### config.mk
export PLATFORM = sky130hd
export DESIGN_NAME = whpa_ctrl
export DESIGN_NICKNAME = d
export VERILOG_FILES = /design/src/hdl/whpa_pkg.sv /design/src/hdl/whpa_ctrl.sv
export SDC_FILE = /design/constraint.sdc
export NUM_CORES = 1
export LEC_CHECK = 0
export BUFFER_PORTS_ARGS = -buffer_cell sky130_fd_sc_hd__clkbuf_2
export CAP_MARGIN = 20
export CORE_MARGIN = 5
export CORE_UTILIZATION = 35
export DETAILED_ROUTE_END_ITERATION = 10
export MAX_ROUTING_LAYER = met4
export SLEW_MARGIN = 0
export SYNTH_ARGS = -nofsm -noshare
export SYNTH_HDL_FRONTEND = slang
export SYNTH_SLANG_ARGS = --single-unit
### constraint.sdc
create_clock -name clk -period 1.4 [get_ports clk]
set_clock_uncertainty 0.15 [all_clocks]
set_input_delay 0.07 -clock clk [delete_from_list [all_inputs] [get_ports clk]]
set_output_delay 0.07 -clock clk [all_outputs]
set_load 0.02 [all_outputs]
### src/hdl/whpa_pkg.sv
// Shared constants, types and codes for the weighted half-perimeter wirelength block.
package whpa_pkg;

  localparam int DEF_CELL_SLOTS = 1024;
  localparam int DEF_COORD_BITS = 24;

  localparam int OP_W    = 2;
  localparam int IDX_W   = 10;
  localparam int COST_W  = 16;
  localparam int CP_W    = 11;
  localparam int AVG_W   = 34;
  localparam int DSUM_W  = 64;
  localparam int WSUM_W  = 32;

  // The quotient carries 7 extra bits of scaling on top of the doubled distances.
  localparam int AVG_SCALE_SH = 7;
  localparam int SAT_SH       = AVG_W - AVG_SCALE_SH;
  localparam int DIV_STEPS    = AVG_W;
  localparam int DIV_CNT_W    = $clog2(DIV_STEPS);

  localparam logic [OP_W-1:0] OP_LOAD   = 2'd0;
  localparam logic [OP_W-1:0] OP_PIN    = 2'd1;
  localparam logic [OP_W-1:0] OP_FINISH = 2'd2;

  typedef enum logic [2:0] {
    S_RUN,
    S_DRAIN,
    S_START,
    S_DIV,
    S_EMIT
  } state_t;

  typedef struct packed {
    logic accept;
    logic capture;
    logic div_step;
    logic emit;
  } ctrl_cmd_t;

  typedef struct packed {
    logic pipe_busy;
    logic out_full;
  } dp_status_t;

endpackage

### src/hdl/whpa_ctrl.sv
// Controller: request acceptance, pipeline drain and divider sequencing for finish.
module whpa_ctrl (
  input  logic                   clk,
  input  logic                   rst_n,
  input  logic                   in_valid,
  input  logic [whpa_pkg::OP_W-1:0] in_op,
  input  logic                   out_ready,
  input  whpa_pkg::dp_status_t   status,
  output logic                   in_ready,
  output whpa_pkg::ctrl_cmd_t    cmd
);
  import whpa_pkg::*;

  state_t               state_r, state_nxt;
  logic [DIV_CNT_W-1:0] cnt_r, cnt_nxt;

  always_ff @(posedge clk) begin
    if (!rst_n) begin
      state_r <= S_RUN;
      cnt_r   <= '0;
    end else begin
      state_r <= state_nxt;
      cnt_r   <= cnt_nxt;
    end
  end

  always_comb begin
    state_nxt    = state_r;
    cnt_nxt      = cnt_r;
    in_ready     = 1'b0;
    cmd          = '0;
    unique case (state_r)
      S_RUN: begin
        in_ready   = 1'b1;
        cmd.accept = in_valid;
        if (in_valid && (in_op == OP_FINISH)) begin
          state_nxt = S_DRAIN;
        end
      end
      S_DRAIN: begin
        // Every pin ahead of the finish must have reached the sums.
        if (!status.pipe_busy) begin
          state_nxt = S_START;
        end
      end
      S_START: begin
        cmd.capture = 1'b1;
        cnt_nxt     = '0;
        state_nxt   = S_DIV;
      end
      S_DIV: begin
        cmd.div_step = 1'b1;
        cnt_nxt      = cnt_r + 1'b1;
        if (cnt_r == DIV_CNT_W'(DIV_STEPS - 1)) begin
          state_nxt = S_EMIT;
        end
      end
      S_EMIT: begin
        if (!status.out_full || out_ready) begin
          cmd.emit  = 1'b1;
          state_nxt = S_RUN;
        end
      end
      default: begin
        state_nxt = S_RUN;
      end
    endcase
  end

  a_capture_drained: assert property (@(posedge clk) disable iff (!rst_n)
    cmd.capture |-> !status.pipe_busy)
    else $error("finish captured the sums while pins were still in flight");

  a_emit_free: assert property (@(posedge clk) disable iff (!rst_n)
    cmd.emit |-> (!status.out_full || out_ready))
    else $error("result overwritten before it was taken");

  a_capture_then_div: assert property (@(posedge clk) disable iff (!rst_n)
    cmd.capture |=> (cmd.div_step && !in_ready))
    else $error("divider did not start after capture");

endmodule

* Word level (Yosys, flattened, before mapping)
Cells that the tools add are included.
** Storage, ports and cells
- Flip-flop bits (word level) :: 9
** Operators by class
- Add/sub/neg operators :: 1
- Equality and inequality tests :: 10
- Mux-type cells :: 12
- Reduce and logical (&&, ||, !) cells :: 6
** Operators by type and width (count)
- $pmux W3 S5 :: 1
- $mux W3 :: 4
- $pmux W6 S2 :: 1
- $ne A2 B2 Y1 const B :: 4
- $add A6 B1 Y6 const B :: 1
- $eq A3 B2 Y1 const B :: 2
- $eq A6 B6 Y1 const B :: 1
- $mux W1 :: 6
- $reduce_and A4 Y1 :: 1
- $eq A3 B1 Y1 const B :: 1
- $eq A3 B3 Y1 const B :: 1
- $logic_not A3 Y1 :: 1
- $eq A2 B2 Y1 const B :: 1
- $reduce_bool A2 Y1 :: 1
- $logic_and A1 B1 Y1 :: 1
- $logic_not A1 Y1 :: 1
- $logic_or A1 B1 Y1 :: 1

* Longest topological paths before layout
- Depth after elaboration :: 4
- Gate-level depth with buffers :: 4

* Worst setup path after synthesis
Ideal clock, no wire load.
- Path kind :: register -> output
- From :: reg state_r[1]
- To :: out cmd[3] (netlist name)
- Arrival :: 1.243 ns
- Required time :: 1.180 ns
- Path slack :: -0.063 ns
- Cell stages (with the launch flop) :: 4
- Path buffers :: 1
- Cells stage by stage :: dfxtp_1 > buf_6 > nor3_1 > and2_1
** RTL lines
- from (decl) :: line whpa_ctrl.sv:14 : state_t state_r, state_nxt;
- from (signal assigned) :: line whpa_ctrl.sv:22 : state_r <= state_nxt;
- to (decl) :: line whpa_ctrl.sv:10 : output whpa_pkg::ctrl_cmd_t cmd

==> results.json <==
{
  "worstPathMaxFanout": 4,
  "top_area_cell_type_share_of_the_netlist_area": 0.351,
  "ctsRootBufferMaster": "sky130_fd_sc_hd__clkbuf_4",
  "first_global_vias": 510,
  "share_comb_of_total_power": 0.150,
  "pwr-share-clk": 0.362,
  "post_drt_via_cell_ratio": 4.79,
  "max_slew_margin": 0.713,
  "design.portCount": 13,
  "path_common_cell": "sky130_fd_sc_hd__buf_4",
  "globalRouteTotalUtil": 0.138,
  "finish.utilization": 0.574,
  "finish.net_count": 101,
  "wl_per_cell_um": 11.5,
  "clock-sinks": 9,
  "cp_cell_sequence": "buf_4, nor3_4, and2_1, buf_4",
  "fillers": 128,
  "use_met3": 0.0554,
  "fmax_mhz": 740,
  "drive_above_1_share": 0.422,
  "antenna_left": 0,
  "leakagePower_nw": 0.351,
  "grt.overflow.total": 0,
  "timing_worst_slew_pin_value_ps": 427,
  "multi_input_area_um2": 335,
  "power.net_switching_uw": 134,
  "synth.largest_area_cell": "sky130_fd_sc_hd__dfxtp_1",
  "finalSetupTns_ps": 0,
  "count_of_warnings_emitted_by_yosys": 0,
  "whs_path_depth": 4,
  "netlist_area_um2": 513,
  "finalPower_uw": 547,
  "critical_path.max_stage_delay_ps": 340,
  "postLayoutCellArea_um2": 774,
  "gr_peak_layer": "met2",
  "final.hold.worst_slack_ps": 50.2,
  "place_worst_setup_slack_ps": 37.5,
  "gp_routability_congestion": 0.746,
  "synth-edff-count": 0,
  "final_cells": 105,
  "timing.final.hold_violations": 0,
  "hold_path.class": "in2reg",
  "final_setup_fails": 0,
  "placed_cells_incl_taps": 94,
  "cp_launch_type": "register",
  "syn_to_final_growth_pct": 51.0,
  "r2r_end": "cnt_r[5]",
  "floorplan.initialDensity": 0.380,
  "clock_latency_ps": 260,
  "route.detailed.drc": 0,
  "pwr_density_cell_nw_per_um2": 706,
  "min_period_over_period": 0.965,
  "postLayoutSetupSlackWorst_ps": 49.2,
  "drt_iter0_drc": 0,
  "std_cell_rows": 13,
  "period_minus_slack_ps": 1350,
  "clock_pin_slew_on_the_worst_setup_and_hold_paths_ps": 50,
  "die_h_um": 48.3,
  "synth.area.top_cells": "sky130_fd_sc_hd__dfxtp_1 35%, sky130_fd_sc_hd__a21oi_1 5.9%, sky130_fd_sc_hd__o21ai_0 5.9%, sky130_fd_sc_hd__ha_1 4.9%, sky130_fd_sc_hd__nand4b_4 4.6%",
  "antennaDiodeCount": 0,
  "numCtsBuffers": 3,
  "firstDrtPassIters": 1,
  "cts-root-to-sink-buffers": 2,
  "port_buffers": 12,
  "wire_length_of_the_first_global_routing_pass_um": 2080,
  "ys_seq_area_frac": 0.351,
  "rsz0062_at_grt": "true",
  "htree_levels": 1,
  "endpoint_kind": "output port",
  "reg2reg_from": "cnt_r[3]",
  "slew_viol_final": 0,
  "hold_path_end": "state_r[2]",
  "placed_area_um2": 642,
  "async_reset_ff_frac": 0,
  "timing.reg2reg.setup_slack_ps": 80,
  "die_w_um": 48.3,
  "largest_net_degree_at_the_start_of_global_routing": 14,
  "power.ir.vdd_worst_mv": 0.718,
  "post_synth.cell_area_avg_um2": 8.41,
  "use_met1": 0.155,
  "timing.setup.critical_path_class": "reg2out",
  "postSynthRegisterBits": 9,
  "routed_wl_um": 1210,
  "intPower_uw": 413,
  "tritoncts": "yes",
  "result_of_the_run": "completed",
  "synth_ff_type": "sky130_fd_sc_hd__dfxtp_1",
  "p_sw_frac": 0.245,
  "max-cap-violations": 0,
  "yosysUniqueCellTypes": 23,
  "detailedPlacementHpwl_um": 893,
  "worst-endpoint-required_ps": 1180,
  "worst_r2r_path_depth": 4,
  "postSynthNetCount": 71,
  "critPathSlowestCell": "sky130_fd_sc_hd__dfxtp_4",
  "postSynthCellCount": 61,
  "routed-via-count": 503,
  "global_route.usage.met2": 0.214,
  "floorplan.die_area_um2": 2330,
  "sequential_standard_cell_area_um2": 190,
  "initial_antenna_violation_count": 0,
  "share_seq_of_total_power": 0.488,
  "worst_ep_arrival_time_ps": 1130,
  "placeableCoreArea_um2": 1350,
  "worstHoldStart": "status[0]"
}
-- synthesized netlist by cell type, types with 2 or more instances --
| cell | n |
|---|---|
| sky130_fd_sc_hd__or3_1 | 3 |
| sky130_fd_sc_hd__nand3_1 | 3 |
| sky130_fd_sc_hd__a21oi_1 | 6 |
| sky130_fd_sc_hd__o21ai_0 | 6 |
| sky130_fd_sc_hd__nor2b_1 | 3 |
| sky130_fd_sc_hd__inv_1 | 3 |
| sky130_fd_sc_hd__nor2_1 | 5 |
| sky130_fd_sc_hd__and2_1 | 2 |
| sky130_fd_sc_hd__a21boi_0 | 3 |
| sky130_fd_sc_hd__nand4_1 | 2 |
| sky130_fd_sc_hd__nand3b_1 | 2 |
| sky130_fd_sc_hd__nand2_1 | 3 |
| sky130_fd_sc_hd__ha_1 | 2 |
| sky130_fd_sc_hd__dfxtp_1 | 9 |
-- layer usage --
layer,up-vias,share of wire
met3,2,0.034
met1,215,0.46
met4,0,0.0099
met5,-,0
li1,277,-
met2,9,0.49
-- area by class of cell --
type                       count  share of cell area
tap                           15              0.0242
inverter                       3              0.0145
clock buffer                   4              0.0339
multi-input combinational     47               0.433
timing repair buffer          27               0.249
sequential                     9               0.246
-- power groups by stage --
stage	Clock, mW	Combinational (mW)	Sequential (mW)
after floorplan	0	0.0415	0.267
after global placement	0	0.0607	0.273
after detailed placement	0	0.0615	0.274
after CTS	0.209	0.0802	0.266
after global routing	0.221	0.0918	0.268
final	0.198	0.0823	0.267
-- registers in the layout, summed over array words and instances (netlist names) --
name and flops:
cnt_r 6, state_r 3
-- layout by cell type, fill, tap and decap left out, drive strengths merged --
cell type	n
and2	2
nand3	3
nor2b	3
nand2b	2
a41o	1
or3	3
nor3	1
dfxtp	9
dlygate4sd3	6
buf	11
nor2	5
nand3b	2
clkbuf	14
nand2	3
a21oi	6
nand4	2
ha	2
inv	3
nand4b	2
nor4b	1
a21boi	3
o21ai	6
-- cell families (layout without fill, tap and decap cells) --
family                   count (synthesis)  after routing  share of synthesized area
flip-flops                               9              9                      0.351
buffers and inverters                    5             34                     0.0512
adder cells (fa/ha/maj)                  2              2                     0.0488
AND/OR/NAND/NOR                         29             29                      0.368
AO/OA/AOI/OAI                           16             16                      0.180
-- worst max path at each step --
stage,startpoint,end,slack (ps)
6_report,state_r[1],cmd[3],50
5_1_grt,state_r[1],cmd[3],-30
4_1_cts,state_r[1],cmd[0],20
3_5_place_dp,cnt_r[1],cnt_r[4],40
3_3_place_gp,cnt_r[1],cnt_r[4],60
2_1_floorplan,cnt_r[0],cnt_r[4],120
-- critical path, delay by kind of cell (launching register included) --
kind / cells / cell delay, ps
simple gates: 2 / 250
buf+inv: 2 / 270
flops: 1 / 340
-- repair_timing --
item	in CTS	in global routing
hold buffers	6	0
gates resized for setup	7	10
setup endpoints to repair	3	9
hold endpoints to repair	6	0
buffers inserted	1	0
(Power assumes the default switching activity.)
